===== config.mk =====
export PLATFORM = sky130hd
export DESIGN_NAME = ipv4_interface_address_classifier_unit
export DESIGN_NICKNAME = d
export VERILOG_FILES = /design/src/ipv4iac_pkg.sv /design/src/ipv4_interface_address_classifier_unit.sv /design/src/ipv4iac_front.sv /design/src/ipv4iac_queue.sv /design/src/ipv4iac_back.sv
export VERILOG_INCLUDE_DIRS = /design/src /design/src/src
export SDC_FILE = /design/constraint.sdc
export NUM_CORES = 2
export LEC_CHECK = 0
export BUFFER_PORTS_ARGS = -buffer_cell sky130_fd_sc_hd__buf_2
export CORE_MARGIN = 5
export CORE_UTILIZATION = 39
export DETAILED_ROUTE_END_ITERATION = 8
export SLEW_MARGIN = 5
export SYNTH_ARGS = -nofsm -noshare
export SYNTH_HDL_FRONTEND = slang
export SYNTH_SLANG_ARGS = --single-unit

===== constraint.sdc =====
create_clock -name clk -period 7.9 [get_ports clk]
set_input_delay 0.395 -clock clk [delete_from_list [all_inputs] [get_ports clk]]
set_output_delay 0.395 -clock clk [all_outputs]
set_load 0.01 [all_outputs]

===== src/ipv4_interface_address_classifier_unit_assert.svh =====
// Assertion macros for the IPv4 interface address classifier
`ifndef IPV4_INTERFACE_ADDRESS_CLASSIFIER_UNIT_ASSERT_SVH
`define IPV4_INTERFACE_ADDRESS_CLASSIFIER_UNIT_ASSERT_SVH

// expression must hold at every clock edge out of reset
`define IAC_ASSERT_ALWAYS(lbl, expr, msg) \
  lbl: assert property (@(posedge clk) disable iff (!rst_n) (expr)) else $error(msg);

// consequent must hold in the same cycle as the antecedent
`define IAC_ASSERT_SAME(lbl, ante, cons, msg) \
  lbl: assert property (@(posedge clk) disable iff (!rst_n) (ante) |-> (cons)) \
    else $error(msg);

// consequent must hold in the cycle after the antecedent
`define IAC_ASSERT_NEXT(lbl, ante, cons, msg) \
  lbl: assert property (@(posedge clk) disable iff (!rst_n) (ante) |=> (cons)) \
    else $error(msg);

`endif


===== src/ipv4iac_pkg.sv =====
// Shared types, constants and helpers for the IPv4 interface address classifier
package ipv4iac_pkg;

  // table size default
  localparam int DEF_ENTRIES = 8;

  // address constants
  localparam logic [31:0] ALL_ONES     = 32'hffff_ffff;
  localparam logic [31:0] CLASS_A_MASK = 32'hff00_0000;
  localparam logic [31:0] CLASS_B_MASK = 32'hffff_0000;
  localparam logic [31:0] CLASS_C_MASK = 32'hffff_ff00;
  localparam logic [31:0] LOOPBACK_NET = 32'h7f00_0000;
  localparam logic [2:0]  CLASS_DE_TOP = 3'b111;

  // item modes
  localparam logic [1:0] MODE_PROGRAM  = 2'd0;
  localparam logic [1:0] MODE_DELETE   = 2'd1;
  localparam logic [1:0] MODE_CLASSIFY = 2'd2;

  // command queue between front and back
  localparam int QUEUE_DEPTH = 2;
  localparam int QPTR_W      = $clog2(QUEUE_DEPTH);
  localparam int QCNT_W      = $clog2(QUEUE_DEPTH + 1);

  // configuration port
  localparam int CFG_ADDR_W = 3;
  localparam int CFG_DATA_W = 32;
  localparam int CFG_WORD_W = CFG_ADDR_W - 2;
  localparam logic [CFG_WORD_W-1:0] REG_NET_LOCALITY = 1'd0;
  localparam logic NET_LOCALITY_RST = 1'b1;

  // input transaction
  typedef struct packed {
    logic [1:0]  mode;
    logic [2:0]  entry_index;
    logic [31:0] address;
    logic [31:0] subnet_mask;
    logic [3:0]  interface_id;
    logic        iface_broadcast;
  } in_data_t;

  // result transaction
  typedef struct packed {
    logic is_local;
    logic is_broadcast;
    logic can_forward;
  } out_data_t;

  // decoded command handed from front to back
  typedef struct packed {
    logic [1:0]  op;
    logic        slot_ok;
    logic [2:0]  slot;
    logic [31:0] address;
    logic [31:0] netmask;
    logic [31:0] subnetmask;
    logic [3:0]  iface;
    logic        bcast_en;
    logic        bcast_fixed;
    logic        can_forward;
  } cmd_t;

  // one table entry
  typedef struct packed {
    logic [3:0]  iface;
    logic [31:0] net;
    logic [31:0] netmask;
    logic [31:0] subnet;
    logic [31:0] subnetmask;
    logic [31:0] bcast;
    logic [31:0] netbcast;
  } entry_t;

  // queue occupancy
  typedef struct packed {
    logic [QCNT_W-1:0] count;
    logic              empty;
    logic              full;
  } queue_stat_t;

  // classful mask from the leading address bits
  function automatic logic [31:0] classful_mask(input logic [31:0] addr);
    logic [31:0] mask;
    if (!addr[31]) begin
      mask = CLASS_A_MASK;
    end else if (!addr[30]) begin
      mask = CLASS_B_MASK;
    end else begin
      mask = CLASS_C_MASK;
    end
    return mask;
  endfunction

endpackage


===== src/ipv4_interface_address_classifier_unit.sv =====
// Top level of the IPv4 interface address classifier
//
// Channel   Direction  Handshake                 Payload
// in_       input      in_valid / in_ready       ipv4iac_pkg::in_data_t
// out_      output     out_valid / out_ready     ipv4iac_pkg::out_data_t
// cfg_      input      APB psel/penable/pready   net locality select at word 0
//
// Program, delete and unused-mode items are answered from the back-end idle state.
// A classify item is popped and then walks the table in the back end: one cycle per
// table entry through the single registered read port, then a drain step and
// the step that loads the result register.
// The front end and a two-deep command queue accept transactions until the queue is full
// while the back end walks the table or a result waits on out_ready.
// Reset (rst_n low, synchronous) clears all entry valid bits and the queue;
// the locality select resets to 1. No clearing pass is needed.
`include "ipv4_interface_address_classifier_unit_assert.svh"

module ipv4_interface_address_classifier_unit #(
  parameter int ENTRIES = ipv4iac_pkg::DEF_ENTRIES
) (
  input  logic                               clk,
  input  logic                               rst_n,
  input  logic                               in_valid,
  output logic                               in_ready,
  input  ipv4iac_pkg::in_data_t              in_data,
  output logic                               out_valid,
  input  logic                               out_ready,
  output ipv4iac_pkg::out_data_t             out_data,
  input  logic                               cfg_psel,
  input  logic                               cfg_penable,
  input  logic                               cfg_pwrite,
  input  logic [ipv4iac_pkg::CFG_ADDR_W-1:0] cfg_paddr,
  input  logic [ipv4iac_pkg::CFG_DATA_W-1:0] cfg_pwdata,
  output logic [ipv4iac_pkg::CFG_DATA_W-1:0] cfg_prdata,
  output logic                               cfg_pready
);

  localparam int CA  = ipv4iac_pkg::CFG_ADDR_W;
  localparam int QCW = ipv4iac_pkg::QCNT_W;
  localparam logic [QCW-1:0] Q_DEPTH = QCW'(ipv4iac_pkg::QUEUE_DEPTH);

  logic                     net_loc_r;
  logic                     cfg_wr;
  logic                     cfg_hit;
  logic                     in_acc;
  logic                     push_valid, push_ready;
  logic                     pop_valid, pop_ready;
  ipv4iac_pkg::cmd_t        push_cmd, pop_cmd;
  ipv4iac_pkg::queue_stat_t q_stat;

  // configuration register
  assign cfg_pready = 1'b1;
  assign cfg_hit    = (cfg_paddr[CA-1:2] == ipv4iac_pkg::REG_NET_LOCALITY);
  assign cfg_wr     = cfg_psel && cfg_penable && cfg_pwrite && cfg_pready;
  assign cfg_prdata = cfg_hit ? {{(ipv4iac_pkg::CFG_DATA_W-1){1'b0}}, net_loc_r} : '0;

  always_ff @(posedge clk) begin
    if (!rst_n) begin
      net_loc_r <= ipv4iac_pkg::NET_LOCALITY_RST;
    end else if (cfg_wr && cfg_hit) begin
      net_loc_r <= cfg_pwdata[0];
    end
  end

  ipv4iac_front #(
    .ENTRIES(ENTRIES)
  ) u_front (
    .in_valid  (in_valid),
    .in_ready  (in_ready),
    .in_data   (in_data),
    .push_valid(push_valid),
    .push_ready(push_ready),
    .push_cmd  (push_cmd)
  );

  ipv4iac_queue u_queue (
    .clk       (clk),
    .rst_n     (rst_n),
    .push_valid(push_valid),
    .push_ready(push_ready),
    .push_cmd  (push_cmd),
    .pop_valid (pop_valid),
    .pop_ready (pop_ready),
    .pop_cmd   (pop_cmd),
    .stat      (q_stat)
  );

  ipv4iac_back #(
    .ENTRIES(ENTRIES)
  ) u_back (
    .clk         (clk),
    .rst_n       (rst_n),
    .net_locality(net_loc_r),
    .pop_valid   (pop_valid),
    .pop_ready   (pop_ready),
    .pop_cmd     (pop_cmd),
    .out_valid   (out_valid),
    .out_ready   (out_ready),
    .out_data    (out_data)
  );

  // checks
  assign in_acc = in_valid && in_ready;

  `IAC_ASSERT_ALWAYS(a_queue_bound, q_stat.count <= Q_DEPTH, "queue count over depth")
  `IAC_ASSERT_SAME(a_empty_accepts, q_stat.empty, in_ready, "empty queue refuses a transaction")
  `IAC_ASSERT_NEXT(a_accept_lands, in_acc && !pop_valid, pop_valid, "accepted transaction lost")
  `IAC_ASSERT_NEXT(a_cfg_write, cfg_wr && cfg_hit, net_loc_r == $past(cfg_pwdata[0]), "write lost")

endmodule


===== src/ipv4iac_front.sv =====
// Front end: decodes input transactions into queue commands
module ipv4iac_front #(
  parameter int ENTRIES = ipv4iac_pkg::DEF_ENTRIES
) (
  input  logic                  in_valid,
  output logic                  in_ready,
  input  ipv4iac_pkg::in_data_t in_data,
  output logic                  push_valid,
  input  logic                  push_ready,
  output ipv4iac_pkg::cmd_t     push_cmd
);

  logic [31:0] cls_mask;
  logic [31:0] addr;
  logic        sm_zero;
  logic        class_a;

  // handshake passes straight to the queue
  assign push_valid = in_valid;
  assign in_ready   = push_ready;

  assign addr     = in_data.address;
  assign cls_mask = ipv4iac_pkg::classful_mask(addr);
  assign sm_zero  = (in_data.subnet_mask == 32'd0);
  assign class_a  = !addr[31];

  // masks, slot range check and address-only answers
  always_comb begin
    push_cmd.op          = in_data.mode;
    push_cmd.slot_ok     = ({29'd0, in_data.entry_index} < 32'(ENTRIES));
    push_cmd.slot        = in_data.entry_index;
    push_cmd.address     = addr;
    push_cmd.netmask     = sm_zero ? cls_mask : (cls_mask & in_data.subnet_mask);
    push_cmd.subnetmask  = sm_zero ? cls_mask : in_data.subnet_mask;
    push_cmd.iface       = in_data.interface_id;
    push_cmd.bcast_en    = in_data.iface_broadcast;
    push_cmd.bcast_fixed = (addr == ipv4iac_pkg::ALL_ONES) || (addr == 32'd0);
    push_cmd.can_forward = 1'b1;
    // class D/E, net 0 and loopback are not forwarded
    if (addr[31:29] == ipv4iac_pkg::CLASS_DE_TOP) begin
      push_cmd.can_forward = 1'b0;
    end else if (class_a && (((addr & ipv4iac_pkg::CLASS_A_MASK) == 32'd0) ||
                             ((addr & ipv4iac_pkg::CLASS_A_MASK) ==
                              ipv4iac_pkg::LOOPBACK_NET))) begin
      push_cmd.can_forward = 1'b0;
    end
  end

endmodule


===== src/ipv4iac_queue.sv =====
// Short command queue decoupling front end and back end
module ipv4iac_queue (
  input  logic                     clk,
  input  logic                     rst_n,
  input  logic                     push_valid,
  output logic                     push_ready,
  input  ipv4iac_pkg::cmd_t        push_cmd,
  output logic                     pop_valid,
  input  logic                     pop_ready,
  output ipv4iac_pkg::cmd_t        pop_cmd,
  output ipv4iac_pkg::queue_stat_t stat
);

  localparam int QW = ipv4iac_pkg::QPTR_W;
  localparam int CW = ipv4iac_pkg::QCNT_W;

  ipv4iac_pkg::cmd_t slots_r [ipv4iac_pkg::QUEUE_DEPTH];
  logic [QW-1:0] wr_ptr_r, wr_ptr_nxt;
  logic [QW-1:0] rd_ptr_r, rd_ptr_nxt;
  logic [CW-1:0] count_r, count_nxt;
  logic          do_push, do_pop;

  assign push_ready = (count_r != CW'(ipv4iac_pkg::QUEUE_DEPTH));
  assign pop_valid  = (count_r != '0);
  assign pop_cmd    = slots_r[rd_ptr_r];
  assign do_push    = push_valid && push_ready;
  assign do_pop     = pop_valid && pop_ready;

  assign stat.count = count_r;
  assign stat.empty = !pop_valid;
  assign stat.full  = !push_ready;

  // pointer and count update
  always_comb begin
    wr_ptr_nxt = do_push ? wr_ptr_r + 1'b1 : wr_ptr_r;
    rd_ptr_nxt = do_pop ? rd_ptr_r + 1'b1 : rd_ptr_r;
    count_nxt  = count_r;
    if (do_push && !do_pop) begin
      count_nxt = count_r + 1'b1;
    end else if (do_pop && !do_push) begin
      count_nxt = count_r - 1'b1;
    end
  end

  always_ff @(posedge clk) begin
    if (!rst_n) begin
      wr_ptr_r <= '0;
      rd_ptr_r <= '0;
      count_r  <= '0;
    end else begin
      wr_ptr_r <= wr_ptr_nxt;
      rd_ptr_r <= rd_ptr_nxt;
      count_r  <= count_nxt;
    end
  end

  // storage, no reset
  always_ff @(posedge clk) begin
    if (do_push) begin
      slots_r[wr_ptr_r] <= push_cmd;
    end
  end

endmodule


===== src/ipv4iac_back.sv =====
// Back end: table updates and entry walk for classify commands
module ipv4iac_back #(
  parameter int ENTRIES = ipv4iac_pkg::DEF_ENTRIES
) (
  input  logic                   clk,
  input  logic                   rst_n,
  input  logic                   net_locality,
  input  logic                   pop_valid,
  output logic                   pop_ready,
  input  ipv4iac_pkg::cmd_t      pop_cmd,
  output logic                   out_valid,
  input  logic                   out_ready,
  output ipv4iac_pkg::out_data_t out_data
);

  localparam int IDX_W = (ENTRIES > 1) ? $clog2(ENTRIES) : 1;
  localparam logic [IDX_W-1:0] LAST_IDX = IDX_W'(ENTRIES - 1);

  localparam logic [1:0] ST_IDLE  = 2'd0;
  localparam logic [1:0] ST_SCAN  = 2'd1;
  localparam logic [1:0] ST_DRAIN = 2'd2;
  localparam logic [1:0] ST_DONE  = 2'd3;

  // entry table
  ipv4iac_pkg::entry_t mem [ENTRIES];
  ipv4iac_pkg::entry_t rd_entry_r;
  ipv4iac_pkg::entry_t mem_wdata;
  logic                mem_we;
  logic [IDX_W-1:0]    waddr;
  logic [IDX_W+2:0]    slot_ext;

  logic [1:0]             state_r, state_nxt;
  logic [IDX_W-1:0]       scan_idx_r, scan_idx_nxt;
  logic [IDX_W-1:0]       chk_idx_r, chk_idx_nxt;
  logic                   chk_vld_r, chk_vld_nxt;
  ipv4iac_pkg::cmd_t      cur_r, cur_nxt;
  logic                   hit_local_r, hit_local_nxt;
  logic                   hit_bcast_r, hit_bcast_nxt;
  logic                   out_valid_r, out_valid_nxt;
  ipv4iac_pkg::out_data_t out_data_r, out_data_nxt;
  logic [ENTRIES-1:0]     entry_valid_r, entry_valid_nxt;

  logic out_free;
  logic local_m;
  logic bcast_m;
  logic [31:0] a;

  assign out_valid = out_valid_r;
  assign out_data  = out_data_r;
  assign out_free  = !out_valid_r || out_ready;

  assign slot_ext = {{IDX_W{1'b0}}, pop_cmd.slot};
  assign waddr    = slot_ext[IDX_W-1:0];

  // derived entry fields on program
  always_comb begin
    mem_wdata.iface      = pop_cmd.iface;
    mem_wdata.netmask    = pop_cmd.netmask;
    mem_wdata.subnetmask = pop_cmd.subnetmask;
    mem_wdata.net        = pop_cmd.address & pop_cmd.netmask;
    mem_wdata.subnet     = pop_cmd.address & pop_cmd.subnetmask;
    mem_wdata.bcast      = (pop_cmd.address & pop_cmd.subnetmask) | ~pop_cmd.subnetmask;
    mem_wdata.netbcast   = (pop_cmd.address & pop_cmd.netmask) | ~pop_cmd.netmask;
  end

  // match of the entry read last cycle
  assign a = cur_r.address;
  always_comb begin
    if (net_locality) begin
      local_m = ((a & rd_entry_r.netmask) == rd_entry_r.net);
    end else begin
      local_m = ((a & rd_entry_r.subnetmask) == rd_entry_r.subnet);
    end
    bcast_m = cur_r.bcast_en && (rd_entry_r.iface == cur_r.iface) &&
              (rd_entry_r.subnetmask != ipv4iac_pkg::ALL_ONES) &&
              ((a == rd_entry_r.bcast) || (a == rd_entry_r.netbcast) ||
               (a == rd_entry_r.subnet) || (a == rd_entry_r.net));
  end

  // sequencer
  always_comb begin
    state_nxt       = state_r;
    scan_idx_nxt    = scan_idx_r;
    chk_idx_nxt     = chk_idx_r;
    chk_vld_nxt     = 1'b0;
    cur_nxt         = cur_r;
    hit_local_nxt   = hit_local_r;
    hit_bcast_nxt   = hit_bcast_r;
    out_valid_nxt   = out_ready ? 1'b0 : out_valid_r;
    out_data_nxt    = out_data_r;
    entry_valid_nxt = entry_valid_r;
    pop_ready       = 1'b0;
    mem_we          = 1'b0;

    // accumulate hits from the table read
    if (chk_vld_r && entry_valid_r[chk_idx_r]) begin
      hit_local_nxt = hit_local_r | local_m;
      hit_bcast_nxt = hit_bcast_r | bcast_m;
    end

    case (state_r)
      ST_IDLE: begin
        if (pop_valid) begin
          if (pop_cmd.op == ipv4iac_pkg::MODE_CLASSIFY) begin
            pop_ready     = 1'b1;
            cur_nxt       = pop_cmd;
            scan_idx_nxt  = '0;
            hit_local_nxt = 1'b0;
            hit_bcast_nxt = 1'b0;
            state_nxt     = ST_SCAN;
          end else if (out_free) begin
            // program, delete and unused modes answer all zero
            pop_ready     = 1'b1;
            out_valid_nxt = 1'b1;
            out_data_nxt  = '0;
            if (pop_cmd.slot_ok && (pop_cmd.op == ipv4iac_pkg::MODE_PROGRAM)) begin
              mem_we                 = 1'b1;
              entry_valid_nxt[waddr] = 1'b1;
            end else if (pop_cmd.slot_ok && (pop_cmd.op == ipv4iac_pkg::MODE_DELETE)) begin
              entry_valid_nxt[waddr] = 1'b0;
            end
          end
        end
      end
      ST_SCAN: begin
        chk_vld_nxt = 1'b1;
        chk_idx_nxt = scan_idx_r;
        if (scan_idx_r == LAST_IDX) begin
          state_nxt = ST_DRAIN;
        end else begin
          scan_idx_nxt = scan_idx_r + 1'b1;
        end
      end
      ST_DRAIN: begin
        state_nxt = ST_DONE;
      end
      ST_DONE: begin
        if (out_free) begin
          out_valid_nxt             = 1'b1;
          out_data_nxt.is_local     = hit_local_r;
          out_data_nxt.is_broadcast = cur_r.bcast_fixed | hit_bcast_r;
          out_data_nxt.can_forward  = cur_r.can_forward;
          state_nxt                 = ST_IDLE;
        end
      end
      default: begin
        state_nxt = ST_IDLE;
      end
    endcase
  end

  // control registers
  always_ff @(posedge clk) begin
    if (!rst_n) begin
      state_r       <= ST_IDLE;
      chk_vld_r     <= 1'b0;
      out_valid_r   <= 1'b0;
      entry_valid_r <= '0;
    end else begin
      state_r       <= state_nxt;
      chk_vld_r     <= chk_vld_nxt;
      out_valid_r   <= out_valid_nxt;
      entry_valid_r <= entry_valid_nxt;
    end
  end

  // payload registers
  always_ff @(posedge clk) begin
    scan_idx_r  <= scan_idx_nxt;
    chk_idx_r   <= chk_idx_nxt;
    cur_r       <= cur_nxt;
    hit_local_r <= hit_local_nxt;
    hit_bcast_r <= hit_bcast_nxt;
    out_data_r  <= out_data_nxt;
  end

  // table write port
  always_ff @(posedge clk) begin
    if (mem_we) begin
      mem[waddr] <= mem_wdata;
    end
  end

  // table read port, registered
  always_ff @(posedge clk) begin
    rd_entry_r <= mem[scan_idx_r];
  end

endmodule


Word level (Yosys, flattened, before mapping). Memories as Yosys holds them, arrays and structs flattened. A register that Yosys moved wholly into a read port is not among the register bits. Cells that the tools add are included.

$add $sub $neg: 5. Multiply operators: 0. Div/mod/pow operators: 0. $lt $le $gt $ge: 3. Eq/ne operators: 25. Shift-type cells: 0. Mux-type cells: 59. Bitwise gates (word level): 17. Reductions and logical operators: 40.

Operators with widths (number): equality test 32 bit (6); AND 32 bit (5); logical NOT 32 bit (3); 2-to-1 mux 32 bit (2); inverter 32 bit (2); OR 32 bit (2); 2-to-1 mux 1 bit (34); equality test 32 bit (second input constant) (1); inequality test 32 bit (second input constant) (1); 2-to-1 mux 24 bit (1); 2-to-1 mux 3 bit (7); 2-to-1 mux 16 bit (1); 2-to-1 mux 8 bit (2); logical AND 1 bit (13); 2-to-1 mux 2 bit (6); case mux 3 bit (2 select lines) (2); AND reduction 5 bit (2); nonzero test 2 bit (5); AND 8 bit (1); equality test 8 x 7 -> 1 bit (second input constant) (1); < comparator 3 x 4 -> 1 bit (second input constant) (2); inequality test 2 x 1 -> 1 bit (second input constant) (4); inequality test 2 bit (second input constant) (4); inverter 8 bit (1); other kinds (22) (41).

Register bits: 67. Bits in latches: 0. Memory bits (writable): 1784. Bits in read-only memories: 0. Bits of input ports: 116. Output and inout bits: 38. Memories: 2.

Memories: u_back.mem (depth 8, bits a word 196, read ports 1, clocked after Yosys merged registers in 1, wr ports 1, RTL line ipv4iac_back.sv:25) `ipv4iac_pkg::entry_t mem [ENTRIES];`; u_queue.slots_r (depth 2, bits a word 108, read ports 1, clocked after Yosys merged registers in 1, wr ports 1, RTL line ipv4iac_queue.sv:17) `ipv4iac_pkg::cmd_t slots_r [ipv4iac_pkg::QUEUE_DEPTH];`.

Depth between registers and ports, before layout.
Depth in word-level cells: 10. Mapped depth: 9. Depth with buffers taken out: 9.

Modules after synthesis. From an unflattened synthesis, not the netlist that was laid out.

Cells, all modules: 3693. Area total of the unflattened synthesis: 77929.7 um^2.

By module, submodules not included: ipv4iac_back (instances 1, cells an instance 3130, area an instance 68381.8 um^2, sequential area each 52730.6 um^2); ipv4iac_queue (instances 1, cells an instance 365, area an instance 8132.8 um^2, sequential area each 6646.4 um^2); ipv4iac_front (instances 1, cells an instance 158, area an instance 1094.8 um^2, sequential area each 0.0 um^2); ipv4_interface_address_classifier_unit (instances 1, cells an instance 40, area an instance 320.3 um^2, sequential area each 20.0 um^2).

Worst setup path before layout. No wires, ideal clock.

Path kind: register -> register. Start point: reg u_back.state_r[0]. End point: mem u_back.mem[4][100] (netlist name) (enable). Data arrival time: 7.332 ns. Data required time: 7.240 ns. Path slack: -0.092 ns. Stages on the path, launching flop included: 7. Cell sequence: dfxtp_1 -> inv_1 -> ha_1 -> o21ai_1 -> nor3_1 -> nand2_1 -> nor2_1.

Word-level cells in the longest chain between the ends: 4.

RTL lines: from (decl) (RTL line ipv4iac_back.sv:32) `logic [1:0] state_r, state_nxt;`; from (signal assigned) (RTL line ipv4iac_back.sv:160) `state_r <= state_nxt;`; logical NOT 2 bit (RTL line ipv4iac_back.sv:101) `case (state_r)`; 2-to-1 mux 1 bit (RTL line ipv4iac_back.sv:101); 2-to-1 mux 1 bit (RTL line ipv4iac_back.sv:179) `if (mem_we) begin`; 2-to-1 mux 1 bit (not written as such) (RTL line ipv4iac_back.sv:180) `mem[waddr] <= mem_wdata;`; to (decl) (RTL line ipv4iac_back.sv:25).

No other way between the ends.

==> impl_metrics.json <==
{
  "rsz0062_at_grt": "false",
  "cts_setup_buffers": 0,
  "synth_top_area_share_pct": 71.2,
  "fin_crit_ns": 3.86,
  "dp_hpwl_mm": 77.6,
  "power_density_nw_per_um2": 340,
  "yosysTopAreaCell": "edfxtp_1",
  "drive_above_1_share_pct": 27.0,
  "grt_pass1_vias": 28600,
  "worst_pin_slew_ns": 1.06,
  "cts_buffers": 154,
  "synth_seq_area_share_pct": 76.9,
  "design.die.area_sq_um": 161000,
  "clk_path_buf_depth": 3,
  "p_leak_nw": 21.9,
  "crit_chain": "mux2i_1 > nand2_1 > nor2_4 > buf_4",
  "synth-edff-count": 1416,
  "routed_wirelength_mm": 136,
  "grt_overflow_total": 0,
  "end_kind": "flop",
  "setup_viol": 0,
  "cp_max_fo": 52,
  "grt_usage_pct": 16.7,
  "num_vias": 27700,
  "gp_congestion": 0.832,
  "die_w_um": 401,
  "synth.distinct_cells": 61,
  "dp_slack_ns": 3.98,
  "rows": 143,
  "final_cell_mix": "1,416 x edfxtp_1, 297 x mux4_2, 199 x mux2_2",
  "layout_commonest_cell": "edfxtp_1",
  "arrival_ns": 4.24,
  "area_growth_pct": 14.3,
  "worstPathRequired_ns": 8.28,
  "synthTopCellsByArea": "edfxtp_1 71%, mux4_2 11%, dfxtp_1 5.6%",
  "nets": 3229,
  "firstDrtPassIters": 6,
  "slowest_stage": "buf_4",
  "drtIter0Drc": 2215,
  "path_clk_slew_ns": 0.06,
  "ir_drop_mv": 0.232,
  "post-route-util_pct": 44.9,
  "max_freq_mhz": 259,
  "drc_errors": 0,
  "cts_tree": "done",
  "hold_viol": 0,
  "grt_pass1_wl_mm": 198,
  "syn_avg_cell_area_sq_um": 20.9,
  "slew_viol_final": 0,
  "criticalPathCategory": "flop to flop",
  "startpoint_type": "flop",
  "worst_clock_skew_ns": 0.0280,
  "grt_max_degree": 118,
  "antenna_found_initial": 4,
  "ant_nets": 0,
  "worst_skew_pair.late_latency_ns": 0.78,
  "synth_cells": 2858,
  "synth-async-reset-ratio_pct": 0,
  "fin_crit_sh_pct": 48.9,
  "core-area_sq_um": 152000,
  "hold_path.class": "input port to flop",
  "synth_ff_type": "edfxtp_1",
  "status": "finished clean",
  "synth-seq-cells": 1584,
  "max_stage_delay_ns": 0.84,
  "routed_via_density": 5.26,
  "placed_cells": 4904,
  "io_buffers": 88,
  "power_w": 0.0232,
  "die_h_um": 401,
  "ios": 154,
  "final_cells": 5271,
  "drv_cap": 0,
  "yosysWarningCount": 0,
  "mappedNetlistArea_sq_um": 59700,
  "clkSinkCount": 1584,
  "start_util_pct": 39.3,
  "h-tree-depth": 4,
  "wl_per_cell_um": 25.8,
  "cts_root_buffer": "clkbuf_16",
  "maxSlewHeadroom_pct": 27.0,
  "fin_ws_ns": 4.04
}
[cells in the mapped netlist, types with 8 or more instances]
cell      instances
mux2_2          199
nor2_1           29
nor2b_1          54
buf_1            12
buf_2            45
o21a_1           30
xnor2_1          31
a21oi_1           8
nand2_1          69
dfxtp_1         168
nor4_1           41
mux2i_1          38
clkbuf_1         56
and2_1           21
nand4_1          34
buf_4            33
or2_1             8
nand2b_1         23
nand3_1           9
mux4_2          297
a22oi_1          14
inv_1            59
edfxtp_1       1416
xor2_1           77
o22ai_1           8
[critical path: cells and delay by family, from the launching register on]
kind | cells | cell delay [ns]
mux | 1 | 0.55
buf+inv | 1 | 0.84
simple gates | 2 | 1.18
flops | 1 | 0.80
[cells by family after synthesis]
family                     share of synthesized area [%]
AOI/OAI and AO/OA                                   1.23
xor gates and xnor gates                            1.58
adders and majority gates                          0.147
buffers and inverters                               1.65
DFF                                                 76.9
muxes                                               15.7
other                                             0.0126
and+or+nand+nor                                     2.80
[flip-flops by register name (all words and copies together), names as in the netlist, named ones only]
register            flops
net_loc_r               1
u_queue.slots_r       184
u_back.out_data         3
u_queue.count_r         2
u_back.hit_bcast_r      1
u_back.a               32
u_back.state_r          2
u_back.rd_entry_r     148
u_back.chk_idx_r        3
u_back.hit_local_r      1
u_back.mem           1184
u_queue.wr_ptr_r        1
u_back.chk_vld_r        1
u_back.out_valid        1
u_queue.rd_ptr_r        1
u_back.scan_idx_r       3
u_back.cur_r            7
[through the flow]
stage          instance area (sq um)  setup TNS, ns  hold slack (ns)
2_1_floorplan                  59800         -47.40            0.449
3_3_place_gp                   62600              0            0.520
3_5_place_dp                   62600              0            0.521
4_1_cts                        68200              0          0.00200
5_1_grt                        68200              0           0.0365
6_report                       68200              0           0.0867
[final timing paths]
check,from,to,slack [ns],cells past startpoint
worst max register to register,flop,u_back.mem[4][99],4.04,4
worst min register to register,u_queue.slots_r[0][2],u_back.cur_r[2],0.54,1
worst min-delay path,in_data[68],u_queue.slots_r[0][102],0.09,1
worst max-delay path,flop,u_back.mem[4][99],4.04,4
[layer usage]
metal  global-route usage, %  vias up  share of wire (%)
li1                        -    12000                  -
met1                    22.6    14700                 43
met2                    27.2      811                 48
met3                    4.17      189                6.7
met4                    4.82        2                2.4
met5                       0        -             0.0095
[timing repair]
item / 4_1_cts / 5_1_grt
hold endpoints to repair: 169 / 0
hold buffers: 76 / 0
setup endpoints to repair: 0 / 0
gates resized for setup: 0 / 0
[area by class of cell]
type                            count  area [sq um]
Inverter                           65           244
Clock buffer                      216          4300
Antenna cell                        3          7.51
Tap cell                         2030          2540
Fill cell                       12900         83900
Timing Repair Buffer              209          1650
Clock inverter                     72           567
Multi-Input combinational cell   1092         13000
Sequential cell                  1584         45900
[power breakdown]
group	switching [W]	internal [W]
Clock	0.00305	0.00396
Combinational	0.00280	0.00229
Sequential	0.000683	0.0104
Total	0.00653	0.0167
Note: power is estimated with default switching activity, not from simulation.
